**src/sv/fpm_pkg.sv**
```systemverilog
// Shared types and constants for the FIFO page mapper.
// Used by fpm_fifo, fpm_page_table and fifo_page_mapper; no dependencies.
package fpm_pkg;

  localparam int unsigned ADDR_W     = 14;
  localparam int unsigned PAGE_COUNT = 16;
  localparam int unsigned PAGE_BYTES = 1024;
  localparam int unsigned PAGE_W     = $clog2(PAGE_COUNT);
  localparam int unsigned OFFS_W     = $clog2(PAGE_BYTES);

  typedef enum logic [1:0] {
    REQ_READ  = 2'd0,
    REQ_WRITE = 2'd1,
    REQ_ALLOC = 2'd2,
    REQ_FREE  = 2'd3
  } req_e;

  typedef enum logic [2:0] {
    ST_HIT          = 3'd0,
    ST_FAULT        = 3'd1,
    ST_ALLOCATED    = 3'd2,
    ST_FREED        = 3'd3,
    ST_NO_INVALID   = 3'd4,
    ST_FREE_INVALID = 3'd5
  } status_e;

  typedef struct packed {
    logic pop;
    logic rm;
    logic push;
  } fifo_ctl_t;

  typedef struct packed {
    logic              set_en;
    logic              set_dirty;
    logic [PAGE_W-1:0] set_page;
    logic              clr_en;
    logic [PAGE_W-1:0] clr_page;
  } tbl_upd_t;

endpackage

```
**src/sv/fpm_fifo.sv**
```systemverilog
// Ordered queue with pop at head, removal by value and push at tail, compacted in place.
// Holds the free frame list and the resident page order. Depends on fpm_pkg.
module fpm_fifo #(
  parameter int unsigned WIDTH = 4,
  parameter int unsigned DEPTH = 4,
  parameter bit          FILL  = 1'b0,
  localparam int unsigned IDX_W = (DEPTH > 1) ? $clog2(DEPTH) : 1,
  localparam int unsigned CNT_W = $clog2(DEPTH + 1)
) (
  input  logic              clk_i,
  input  logic              rst_ni,
  input  fpm_pkg::fifo_ctl_t ctl_i,
  input  logic [WIDTH-1:0]  rm_value_i,
  input  logic [WIDTH-1:0]  push_value_i,
  output logic [WIDTH-1:0]  head_o,
  output logic [CNT_W-1:0]  count_o
);
  import fpm_pkg::*;

  logic [WIDTH-1:0] data_q [DEPTH];
  logic [WIDTH-1:0] data_d [DEPTH];
  logic [CNT_W-1:0] count_q, count_d, cnt_mid;
  logic [IDX_W-1:0] rm_pos, drop_pos;
  logic             rm_hit, drop, push_ok;

  always_comb begin
    rm_hit = 1'b0;
    rm_pos = '0;
    for (int i = DEPTH - 1; i >= 0; i--) begin
      if (CNT_W'(i) < count_q && data_q[i] == rm_value_i) begin
        rm_hit = 1'b1;
        rm_pos = IDX_W'(i);
      end
    end
    drop     = (ctl_i.pop && count_q != '0) || (ctl_i.rm && rm_hit);
    drop_pos = ctl_i.pop ? '0 : rm_pos;
    cnt_mid  = count_q - CNT_W'(drop);
    push_ok  = ctl_i.push && cnt_mid < CNT_W'(DEPTH);
    count_d  = cnt_mid + CNT_W'(push_ok);
    for (int i = 0; i < DEPTH; i++) begin
      if (drop && IDX_W'(i) >= drop_pos) begin
        data_d[i] = data_q[(i + 1 < DEPTH) ? i + 1 : i];
      end else begin
        data_d[i] = data_q[i];
      end
      if (push_ok && cnt_mid == CNT_W'(i)) begin
        data_d[i] = push_value_i;
      end
    end
  end

  always_ff @(posedge clk_i or negedge rst_ni) begin
    if (!rst_ni) begin
      count_q <= FILL ? CNT_W'(DEPTH) : '0;
    end else begin
      count_q <= count_d;
    end
  end

  if (FILL) begin : g_fill
    always_ff @(posedge clk_i or negedge rst_ni) begin
      if (!rst_ni) begin
        for (int i = 0; i < DEPTH; i++) data_q[i] <= WIDTH'(i);
      end else begin
        data_q <= data_d;
      end
    end
  end else begin : g_plain
    always_ff @(posedge clk_i) begin
      data_q <= data_d;
    end
  end

  assign head_o  = data_q[0];
  assign count_o = count_q;

endmodule

```
**src/sv/fpm_page_table.sv**
```systemverilog
// Page table: valid and dirty flags, frame per page, lowest invalid page search.
// Depends on fpm_pkg.
module fpm_page_table #(
  parameter int unsigned FRAME_W = 2
) (
  input  logic                        clk_i,
  input  logic                        rst_ni,
  input  fpm_pkg::tbl_upd_t           upd_i,
  input  logic [FRAME_W-1:0]          set_frame_i,
  input  logic [fpm_pkg::PAGE_W-1:0]  look_page_i,
  output logic [fpm_pkg::PAGE_COUNT-1:0] valid_o,
  output logic                        look_dirty_o,
  output logic [FRAME_W-1:0]          look_frame_o,
  output logic                        alloc_found_o,
  output logic [fpm_pkg::PAGE_W-1:0]  alloc_page_o
);
  import fpm_pkg::*;

  logic [PAGE_COUNT-1:0] valid_q, valid_d, dirty_q, dirty_d;
  logic [FRAME_W-1:0]    frame_q [PAGE_COUNT];

  always_comb begin
    valid_d = valid_q;
    dirty_d = dirty_q;
    if (upd_i.clr_en) begin
      valid_d[upd_i.clr_page] = 1'b0;
      dirty_d[upd_i.clr_page] = 1'b0;
    end
    if (upd_i.set_en) begin
      valid_d[upd_i.set_page] = 1'b1;
      dirty_d[upd_i.set_page] = upd_i.set_dirty;
    end
  end

  always_comb begin
    alloc_found_o = 1'b0;
    alloc_page_o  = '0;
    for (int i = PAGE_COUNT - 1; i >= 0; i--) begin
      if (!valid_q[i]) begin
        alloc_found_o = 1'b1;
        alloc_page_o  = PAGE_W'(i);
      end
    end
  end

  always_ff @(posedge clk_i or negedge rst_ni) begin
    if (!rst_ni) begin
      valid_q <= '0;
      dirty_q <= '0;
    end else begin
      valid_q <= valid_d;
      dirty_q <= dirty_d;
    end
  end

  always_ff @(posedge clk_i) begin
    if (upd_i.set_en) begin
      frame_q[upd_i.set_page] <= set_frame_i;
    end
  end

  assign valid_o      = valid_q;
  assign look_dirty_o = dirty_q[look_page_i];
  assign look_frame_o = frame_q[look_page_i];

endmodule

```
**src/sv/fifo_page_mapper.sv**
```systemverilog
// FIFO page mapper top level: input register, one pass of mapping logic, result register.
// Throughput: one word per cycle unless the output stalls; the page table, free list
// and resident queue update in the cycle that moves a word from the input register
// into the result register.
// Reset: all pages invalid and clean, free list holds every frame in order, no clearing pass.
// Depends on fpm_pkg, fpm_page_table and fpm_fifo.
module fifo_page_mapper #(
  parameter int unsigned FRAME_COUNT = 4,
  localparam int unsigned FRAME_W = (FRAME_COUNT > 1) ? $clog2(FRAME_COUNT) : 1
) (
  input  logic                        clk_i,
  input  logic                        rst_ni,
  input  logic                        in_valid_i,
  output logic                        in_stall_o,
  input  logic [1:0]                  req_type_i,
  input  logic [fpm_pkg::ADDR_W-1:0]  address_i,
  input  logic [fpm_pkg::PAGE_W-1:0]  free_target_i,
  output logic                        out_valid_o,
  input  logic                        out_stall_i,
  output logic [2:0]                  status_o,
  output logic [fpm_pkg::PAGE_W-1:0]  page_o,
  output logic [FRAME_W-1:0]          frame_o,
  output logic                        load_from_disk_o,
  output logic                        write_back_o,
  output logic [fpm_pkg::PAGE_W-1:0]  write_back_page_o,
  output logic                        evicted_o,
  output logic [fpm_pkg::PAGE_W-1:0]  evicted_page_o
);
  import fpm_pkg::*;

  localparam int unsigned CNT_W = $clog2(FRAME_COUNT + 1);

  logic              in_vld_q, out_vld_q, advance;
  req_e              req_q;
  logic [ADDR_W-1:0] addr_q;
  logic [PAGE_W-1:0] tgt_q;

  logic [PAGE_COUNT-1:0] valid;
  logic                  look_dirty, alloc_found;
  logic [FRAME_W-1:0]    look_frame, free_head, new_frame, set_frame;
  logic [PAGE_W-1:0]     alloc_page, addr_page, acc_page, look_page, res_head;
  logic [CNT_W-1:0]      free_cnt, res_cnt;
  logic                  is_rw, hit_rw, need_frame, use_free, do_evict, free_ok, wb;
  tbl_upd_t              tbl_upd;
  fifo_ctl_t             free_ctl, res_ctl;

  status_e           status_d, status_q;
  logic [PAGE_W-1:0] page_d, page_q, wb_page_d, wb_page_q, ev_page_d, ev_page_q;
  logic [FRAME_W-1:0] frame_d, frame_q;
  logic              load_q, wb_q, ev_q;

  assign in_stall_o = in_vld_q && out_vld_q && out_stall_i;
  assign advance    = in_vld_q && !(out_vld_q && out_stall_i);

  always_comb begin
    addr_page  = addr_q[OFFS_W +: PAGE_W];
    is_rw      = (req_q == REQ_READ) || (req_q == REQ_WRITE);
    hit_rw     = is_rw && valid[addr_page];
    acc_page   = is_rw ? addr_page : alloc_page;
    need_frame = (is_rw && !valid[addr_page]) || (req_q == REQ_ALLOC && alloc_found);
    use_free   = free_cnt != '0;
    do_evict   = need_frame && !use_free && res_cnt != '0;
    free_ok    = (req_q == REQ_FREE) && valid[tgt_q];
    look_page  = (req_q == REQ_FREE) ? tgt_q : (do_evict ? res_head : acc_page);
    new_frame  = use_free ? free_head : (do_evict ? look_frame : '0);
    set_frame  = need_frame ? new_frame : look_frame;

    tbl_upd.set_en    = advance && (need_frame || (req_q == REQ_WRITE && hit_rw));
    tbl_upd.set_dirty = req_q == REQ_WRITE;
    tbl_upd.set_page  = acc_page;
    tbl_upd.clr_en    = advance && (do_evict || free_ok);
    tbl_upd.clr_page  = free_ok ? tgt_q : res_head;

    free_ctl.pop  = advance && need_frame && use_free;
    free_ctl.rm   = 1'b0;
    free_ctl.push = advance && free_ok;
    res_ctl.pop   = advance && do_evict;
    res_ctl.rm    = advance && free_ok;
    res_ctl.push  = advance && need_frame;

    wb = (do_evict || free_ok) && look_dirty;
    case (req_q)
      REQ_READ, REQ_WRITE: status_d = hit_rw ? ST_HIT : ST_FAULT;
      REQ_ALLOC:           status_d = alloc_found ? ST_ALLOCATED : ST_NO_INVALID;
      REQ_FREE:            status_d = free_ok ? ST_FREED : ST_FREE_INVALID;
      default:             status_d = ST_HIT;
    endcase
    page_d    = (req_q == REQ_FREE) ? tgt_q : ((is_rw || alloc_found) ? acc_page : '0);
    frame_d   = need_frame ? new_frame : ((hit_rw || free_ok) ? look_frame : '0);
    wb_page_d = wb ? tbl_upd.clr_page : '0;
    ev_page_d = do_evict ? res_head : '0;
  end

  fpm_page_table #(
    .FRAME_W(FRAME_W)
  ) u_table (
    .clk_i,
    .rst_ni,
    .upd_i        (tbl_upd),
    .set_frame_i  (set_frame),
    .look_page_i  (look_page),
    .valid_o      (valid),
    .look_dirty_o (look_dirty),
    .look_frame_o (look_frame),
    .alloc_found_o(alloc_found),
    .alloc_page_o (alloc_page)
  );

  fpm_fifo #(
    .WIDTH(FRAME_W),
    .DEPTH(FRAME_COUNT),
    .FILL (1'b1)
  ) u_free_list (
    .clk_i,
    .rst_ni,
    .ctl_i       (free_ctl),
    .rm_value_i  (look_frame),
    .push_value_i(look_frame),
    .head_o      (free_head),
    .count_o     (free_cnt)
  );

  fpm_fifo #(
    .WIDTH(PAGE_W),
    .DEPTH(FRAME_COUNT),
    .FILL (1'b0)
  ) u_resident (
    .clk_i,
    .rst_ni,
    .ctl_i       (res_ctl),
    .rm_value_i  (tgt_q),
    .push_value_i(acc_page),
    .head_o      (res_head),
    .count_o     (res_cnt)
  );

  always_ff @(posedge clk_i or negedge rst_ni) begin
    if (!rst_ni) begin
      in_vld_q  <= 1'b0;
      out_vld_q <= 1'b0;
    end else begin
      if (!in_stall_o) begin
        in_vld_q <= in_valid_i;
      end
      if (!(out_vld_q && out_stall_i)) begin
        out_vld_q <= in_vld_q;
      end
    end
  end

  always_ff @(posedge clk_i) begin
    if (in_valid_i && !in_stall_o) begin
      req_q  <= req_e'(req_type_i);
      addr_q <= address_i;
      tgt_q  <= free_target_i;
    end
    if (advance) begin
      status_q  <= status_d;
      page_q    <= page_d;
      frame_q   <= frame_d;
      load_q    <= need_frame;
      wb_q      <= wb;
      wb_page_q <= wb_page_d;
      ev_q      <= do_evict;
      ev_page_q <= ev_page_d;
    end
  end

  assign out_valid_o       = out_vld_q;
  assign status_o          = status_q;
  assign page_o            = page_q;
  assign frame_o           = frame_q;
  assign load_from_disk_o  = load_q;
  assign write_back_o      = wb_q;
  assign write_back_page_o = wb_page_q;
  assign evicted_o         = ev_q;
  assign evicted_page_o    = ev_page_q;

`ifndef NO_ASSERTIONS
  a_frame_balance: assert property (@(posedge clk_i) disable iff (!rst_ni)
    ({1'b0, free_cnt} + {1'b0, res_cnt}) == (CNT_W + 1)'(FRAME_COUNT))
    else $error("free and resident counts do not cover every frame");

  a_evict_on_fault: assert property (@(posedge clk_i) disable iff (!rst_ni)
    out_vld_q && ev_q |-> (status_q == ST_FAULT || status_q == ST_ALLOCATED))
    else $error("eviction reported without a fault or allocation");

  a_wb_source: assert property (@(posedge clk_i) disable iff (!rst_ni)
    out_vld_q && wb_q |-> (status_q == ST_FREED || (ev_q && wb_page_q == ev_page_q)))
    else $error("write-back page does not match the released page");

  a_evict_only_full: assert property (@(posedge clk_i) disable iff (!rst_ni)
    res_ctl.pop |-> free_cnt == '0)
    else $error("eviction while a free frame remains");
`endif

endmodule

```
**config.mk**
```make
export PLATFORM = sky130hd
export DESIGN_NAME = fifo_page_mapper
export DESIGN_NICKNAME = d
export VERILOG_FILES = /design/src/sv/fpm_pkg.sv /design/src/sv/fpm_fifo.sv /design/src/sv/fpm_page_table.sv /design/src/sv/fifo_page_mapper.sv
export SDC_FILE = /design/constraint.sdc
export NUM_CORES = 1
export LEC_CHECK = 0
export BUFFER_PORTS_ARGS = -buffer_cell sky130_fd_sc_hd__buf_2
export CORE_ASPECT_RATIO = 1.1
export CORE_MARGIN = 3
export CORE_UTILIZATION = 45
export DETAILED_ROUTE_END_ITERATION = 7
export PLACE_DENSITY = 0.58
export SYNTH_ARGS = -nofsm -noshare
export SYNTH_HDL_FRONTEND = slang
export SYNTH_SLANG_ARGS = --single-unit
```
**constraint.sdc**
```tcl
create_clock -name clk_i -period 5.8 [get_ports clk_i]
set_input_delay 0.58 -clock clk_i [delete_from_list [all_inputs] [get_ports clk_i]]
set_output_delay 0.58 -clock clk_i [all_outputs]
set_load 0.02 [all_outputs]
```
Word-level counts from Yosys, hierarchy flattened. Memory sizes are Yosys's and may differ from the RTL's. Cells that the tools add are included. Widths: inputs -> output; s select.

$add $sub $neg: 4. Multiply operators: 0. Div/mod/pow operators: 0. Magnitude comparators: 23. Equality and inequality tests: 17. Shifts and indexed selects: 0. Muxes and demuxes: 90. Bitwise gates (word level): 4. Reductions and logical operators: 71.

Operators by type and width (count): $mux 4 (28); $mux 16 (4); $logic_and 1x1->1 (48); $mux 2 (21); $and 16x16->16 (2); $mux 1 (28); $lt 4x5->1 const B (5); $bwmux 16 (1); $eq 4x4->1 (4); $not 16->16 (1); $or 16x16->16 (1); $bmux 1 s4 (3); $eq 3x2->1 const B (4); $lt 1x3->1 const A (4); $lt 2x3->1 const A (4); $reduce_bool 2->1 (6); $pmux 3 s3 (1); $demux 1 s4 (2); $eq 2x2->1 (4); $ge 1x2->1 const A (4); $ge 4x1->1 const B (2); $logic_or 1x1->1 (7); $add 3x1->3 (2); $eq 3x1->1 const B (2); other kinds (11) (21).

Register bits after elaboration: 104. Latch bits: 0. Bits in writable memories: 32. Bits in read-only memories: 0. Input bits: 24. Output and inout port bits: 22. Word-level logic and storage cells: 235. Memories kept: 1.

Memories: u_table.frame_q (depth 16, width 2, rd ports 1, clocked after Yosys merged registers in 0, write ports 1, line fpm_page_table.sv:20) `logic [FRAME_W-1:0] frame_q [PAGE_COUNT];`.

Depth between registers and ports, before layout. An unclocked memory read counts as a cell.

Depth in word-level cells: 34. Mapped depth: 17.

By module. Synthesis repeated with hierarchy kept, for this count alone.

Cell total of the unflattened synthesis: 574. Area, all modules: 6657.6 µm².

By module, submodules not included: fpm_page_table (times used 1, cells each 235, area an instance 2881.5 µm², seq. area each 1761.7 µm²); fifo_page_mapper (times used 1, cells each 170, area an instance 1868.0 µm², seq. area each 950.9 µm²); fpm_fifo at u_resident (times used 1, cells each 96, area an instance 1163.6 µm², seq. area each 555.5 µm²); fpm_fifo at u_free_list (times used 1, cells each 73, area an instance 744.5 µm², seq. area each 281.5 µm²).

Worst setup path after synthesis. OpenSTA, ideal clock, no wires.

Kind: reg-to-reg. Start: register tgt_q[0]. End: register u_resident.data_q[4] (netlist bit), enable pin. Setup time: 0.282 ns. Data arrival time: 3.466 ns. Data required time: 5.518 ns. Path slack: 2.051 ns. Stages on the path, launching flop included: 15. Period minus slack after synthesis: 3.749 ns. Path through: edfxtp_1 -> buf_4 -> mux4_2 -> mux2_2 -> mux2i_1 -> or2_1 -> buf_4 -> o32ai_1 -> ha_1 -> ha_1 -> xnor2_1 -> and3_1 -> clkbuf_1 -> nor3b_2 -> or4b_1.

Word-level cells in the longest chain between the ends: 13.

RTL lines: start, declared (line fifo_page_mapper.sv:36) `logic [PAGE_W-1:0] tgt_q;`; start signal, assigned (line fifo_page_mapper.sv:155) `tgt_q <= free_target_i;`; $eq 4x4->1 (line fpm_fifo.sv:30) `if (CNT_W'(i) < count_q && data_q[i] == rm_value_i) begin`; $logic_and 1x1->1 (line fpm_fifo.sv:30); $mux 1 (4 in series) (line fpm_fifo.sv:30); $logic_and 1x1->1 (line fpm_fifo.sv:35) `drop = (ctl_i.pop && count_q != '0) || (ctl_i.rm && rm_hit);`; $logic_or 1x1->1 (line fpm_fifo.sv:35); $sub 3x1->3 (line fpm_fifo.sv:37) `cnt_mid = count_q - CNT_W'(drop);`; $lt 3x3->1 (line fpm_fifo.sv:38) `push_ok = ctl_i.push && cnt_mid < CNT_W'(DEPTH);`; $logic_and 1x1->1 (line fpm_fifo.sv:38); $logic_and 1x1->1 (line fpm_fifo.sv:46) `if (push_ok && cnt_mid == CNT_W'(i)) begin`; $reduce_bool 2->1 (no source line) (*); end signal, assigned (line fpm_fifo.sv:70) `data_q <= data_d;`; end, declared (line fpm_fifo.sv:20) `logic [WIDTH-1:0] data_q [DEPTH];`.

Every way passes the cells marked *; elsewhere a longest branch is shown, timed or not. The select of a mux whose other input is x is not followed. A chain may end at the register's enable or synchronous reset.

==> results.ini <==
[placement]
place_congestion=0.8754
place_area_mm2=0.007218
dp_hpwl_um=12580
dp_slack_ns=1.312
io_buffers=35

[yosys]
syn-mean-instance-area_um2=11.32
netlist_instances=607
synth-simple-area-share_pct=16.26
ys_seq_elements=126
synth_edf_count=78
yosysUniqueCellTypes=77
async_flop_share_pct=38.10
synth_most_common_cell=edfxtp_1
synth_fa_ha_area_share_pct=1.275
syn_area_mm2=0.006872
synth_xor_area_share_pct=2.677
synth-compound-area-share_pct=15.29
ys_seq_area_share_pct=51.66
synthFlopType=edfxtp_1
synth_top_family_by_area=simple AND/OR/NAND/NOR gates
synth_top_area_share_pct=34.09
synth_mux_area_share_pct=9.650
synth_area_leaders=edfxtp_1 (34%), dfrtp_1 (16%), mux2i_1 (6.7%)
synth_fp_nets=638
synth_top_area_cell=edfxtp_1
synth_warnings=0
yosys-top-cells-count=edfxtp_1 (78), nand2_1 (69), nor2_1 (53)

[critical_path]
reg2reg_depth=11
path_cells=mux4_2 -> mux2_2 -> mux2i_1 -> or2_1 -> o32ai_1 -> ha_1 -> ha_1 -> xnor2_1 -> and3_1 -> nor3b_2 -> mux2_2
crit_start=tgt_q[0]
cpPeakStageDelay_ns=0.80
crit_fanout=13
worst_path_max_delay_cell=edfxtp_1
required_ns=5.98
timing.critical_path.buf_inv=0
crit_type=reg -> reg
worst-path-stages=11
arrival_ns=4.71
reg2reg_from=tgt_q[0]
cp-end-kind=flip-flop
crit_path_start_kind=flip-flop
cp_top_family=multiplexers

[finish]
final_area_mm2=0.007795
drive_gt1_share_pct=19.79
num_antenna_cells=0
area_delta_synth_final_pct=13.44
final_nets=680

[sta]
hold_violations=0
fmax_mhz=220.4
finalCritPeriodShare_pct=78.23
tns_ns=0
setup_viol=0
slew_violations=0
fin_ws_ns=1.263
maxSlewHeadroom_pct=32.66
rsz0062_at_grt=false
tightest_slew_ns=1.010
post-route-min-period_ns=4.537
skew_ns=0.006184

[route]
viasPerCell=5.836
via_count=4984
route.detailed.drc=0
routed_wl_um=17360
drtIter0Drc=586
wl_per_cell_um=20.33
ant_nets=0
drt_pass1_iterations=5

[cts]
ctsResizeCount=0
cts_setup_buffers=0
h-tree-depth=4
cts_tree=yes
cts.path.max_buffers=2
hold_buffers=0
cts-buffers-inserted=17
clock-root-buffer=clkbuf_16
clock_sinks=126
clk_pin_slew_ns=0.06
insertion_delay_ns=0.43

[global_routing]
grt_antenna_before_repair=0
grt-ovfl-total=0
met3_usage_pct=4.553
grt_max_degree=49
met2_usage_pct=34.93
grt_pass1_vias=4999
grtUsageTotal_pct=21.87
grt-busiest-layer=met2
grt_pass1_wl_um=27210
grt_use_met1_pct=29.05

[floorplanning]
core-area_mm2=0.01468
dieArea_mm2=0.01679
rows=46
start_util_pct=46.82
ios=46
die_h_um=135.6
die_w_um=123.8

[power]
powerDensity_mw_per_mm2=485.8
intPower_mw=2.378
p_total_mw=3.787
seqPwrFrac_pct=38.2
power_frac_comb_pct=34.6
pwr-share-clk_pct=27.3
netSwitchingFraction_pct=37.19
leakagePower_nw=3.123
switchingPower_mw=1.408
irDropWorstVdd_uv=237.4

[status]
status=finished clean

[flow_run]
drv_cap=0

[hold_path]
holdCritPathClass=in -> async

[final timing paths]
kind	end	slack, ns
setup / recovery	u_resident.data_q[6]	1.26
hold / removal	u_resident.count_o[0]	0.25
setup reg to reg	u_resident.data_q[6]	1.26
hold reg to reg	u_free_list.data_q[1]	0.48
max in group asynchronous	out_valid_o	5.10
min in group clk_i	tgt_q[0]	0.33
[stage by stage]
stage	utilization [%]	hold WS (ns)	instances
3_3_place_gp	49.18	0.4656	822
2_1_floorplan	-	0.2844	607
4_1_cts	53.11	0.2621	854
3_5_place_dp	49.18	0.4713	822
5_1_grt	53.11	0.2888	854
6_report	53.11	0.2489	854
[power groups by stage]
stage          registers (mW)  clock network, mW  logic [mW]
4_1_cts                  1.44               1.05        1.31
3_3_place_gp             1.45                  0        1.27
2_1_floorplan            1.41                  0       0.977
3_5_place_dp             1.46                  0        1.30
6_report                 1.44               1.03        1.31
5_1_grt                  1.47               1.09        1.44
[layout make-up]
| type | instances | area (µm²) |
|---|---|---|
| Clock inverter | 13 | 143.9 |
| Timing Repair Buffer | 42 | 227.7 |
| Clock buffer | 19 | 432.9 |
| Multi-Input combinational cell | 436 | 3103 |
| Sequential cell | 126 | 3550 |
| Tap cell | 192 | 240.2 |
| Fill cell | 1277 | 6882 |
| Inverter | 26 | 97.59 |
[placed cells by master, fill, tap and decap left out, types with 3 or more instances in the layout]
| master | synthesis | routed |
|---|---|---|
| mux4_2 | 4 | 4 |
| a211oi_1 | 8 | 8 |
| clkinvlp_4 | 0 | 4 |
| clkinv_4 | 0 | 5 |
| o211ai_1 | 6 | 6 |
| dfstp_2 | 5 | 5 |
| o21ai_0 | 15 | 15 |
| and2_1 | 7 | 7 |
| xnor2_1 | 12 | 12 |
| nand3_1 | 20 | 20 |
| ha_1 | 7 | 7 |
| mux2i_1 | 46 | 46 |
| a32oi_2 | 4 | 4 |
| inv_1 | 24 | 24 |
| o31ai_1 | 4 | 4 |
| a22oi_1 | 8 | 8 |
| and3_1 | 9 | 9 |
| a31oi_1 | 8 | 8 |
| o21a_1 | 3 | 3 |
| xor2_1 | 9 | 9 |
| mux2_2 | 10 | 10 |
| nand2b_1 | 6 | 6 |
| nor2b_1 | 11 | 11 |
| buf_4 | 6 | 7 |
| buf_2 | 4 | 35 |
| clkbuf_16 | 0 | 17 |
| edfxtp_1 | 78 | 78 |
| a211oi_2 | 4 | 4 |
| nor3_1 | 9 | 9 |
| nor2_1 | 53 | 53 |
| dfrtp_1 | 43 | 43 |
| nand2_1 | 69 | 69 |
| a21o_1 | 19 | 19 |
| or2_2 | 6 | 6 |
| nand4_1 | 7 | 7 |
| a21oi_1 | 19 | 19 |
[sequential cells by signal (all words and copies together), names as in the netlist, 6 cells and up]
register	flops
u_resident.data_q	12
u_table.dirty_q	16
u_table.valid_o	16
u_free_list.data_q	6
u_table.frame_q	32
[metal layers]
layer  up-vias  share of wire [%]
li1       2361                  -
met1      2431                 45
met2       161                 47
met3        31                5.6
met4         0                2.4
met5         -                  0
[cell families after synthesis]
logic type / count (synthesis)
AND/OR/NAND/NOR: 219
flip-flops: 126
AO/OA/AOI/OAI: 129
XOR/XNOR: 21
multiplexers: 60
adder cells (fa/ha/maj): 7
buffers and inverters: 45
Power figures use the tool's default switching activity.
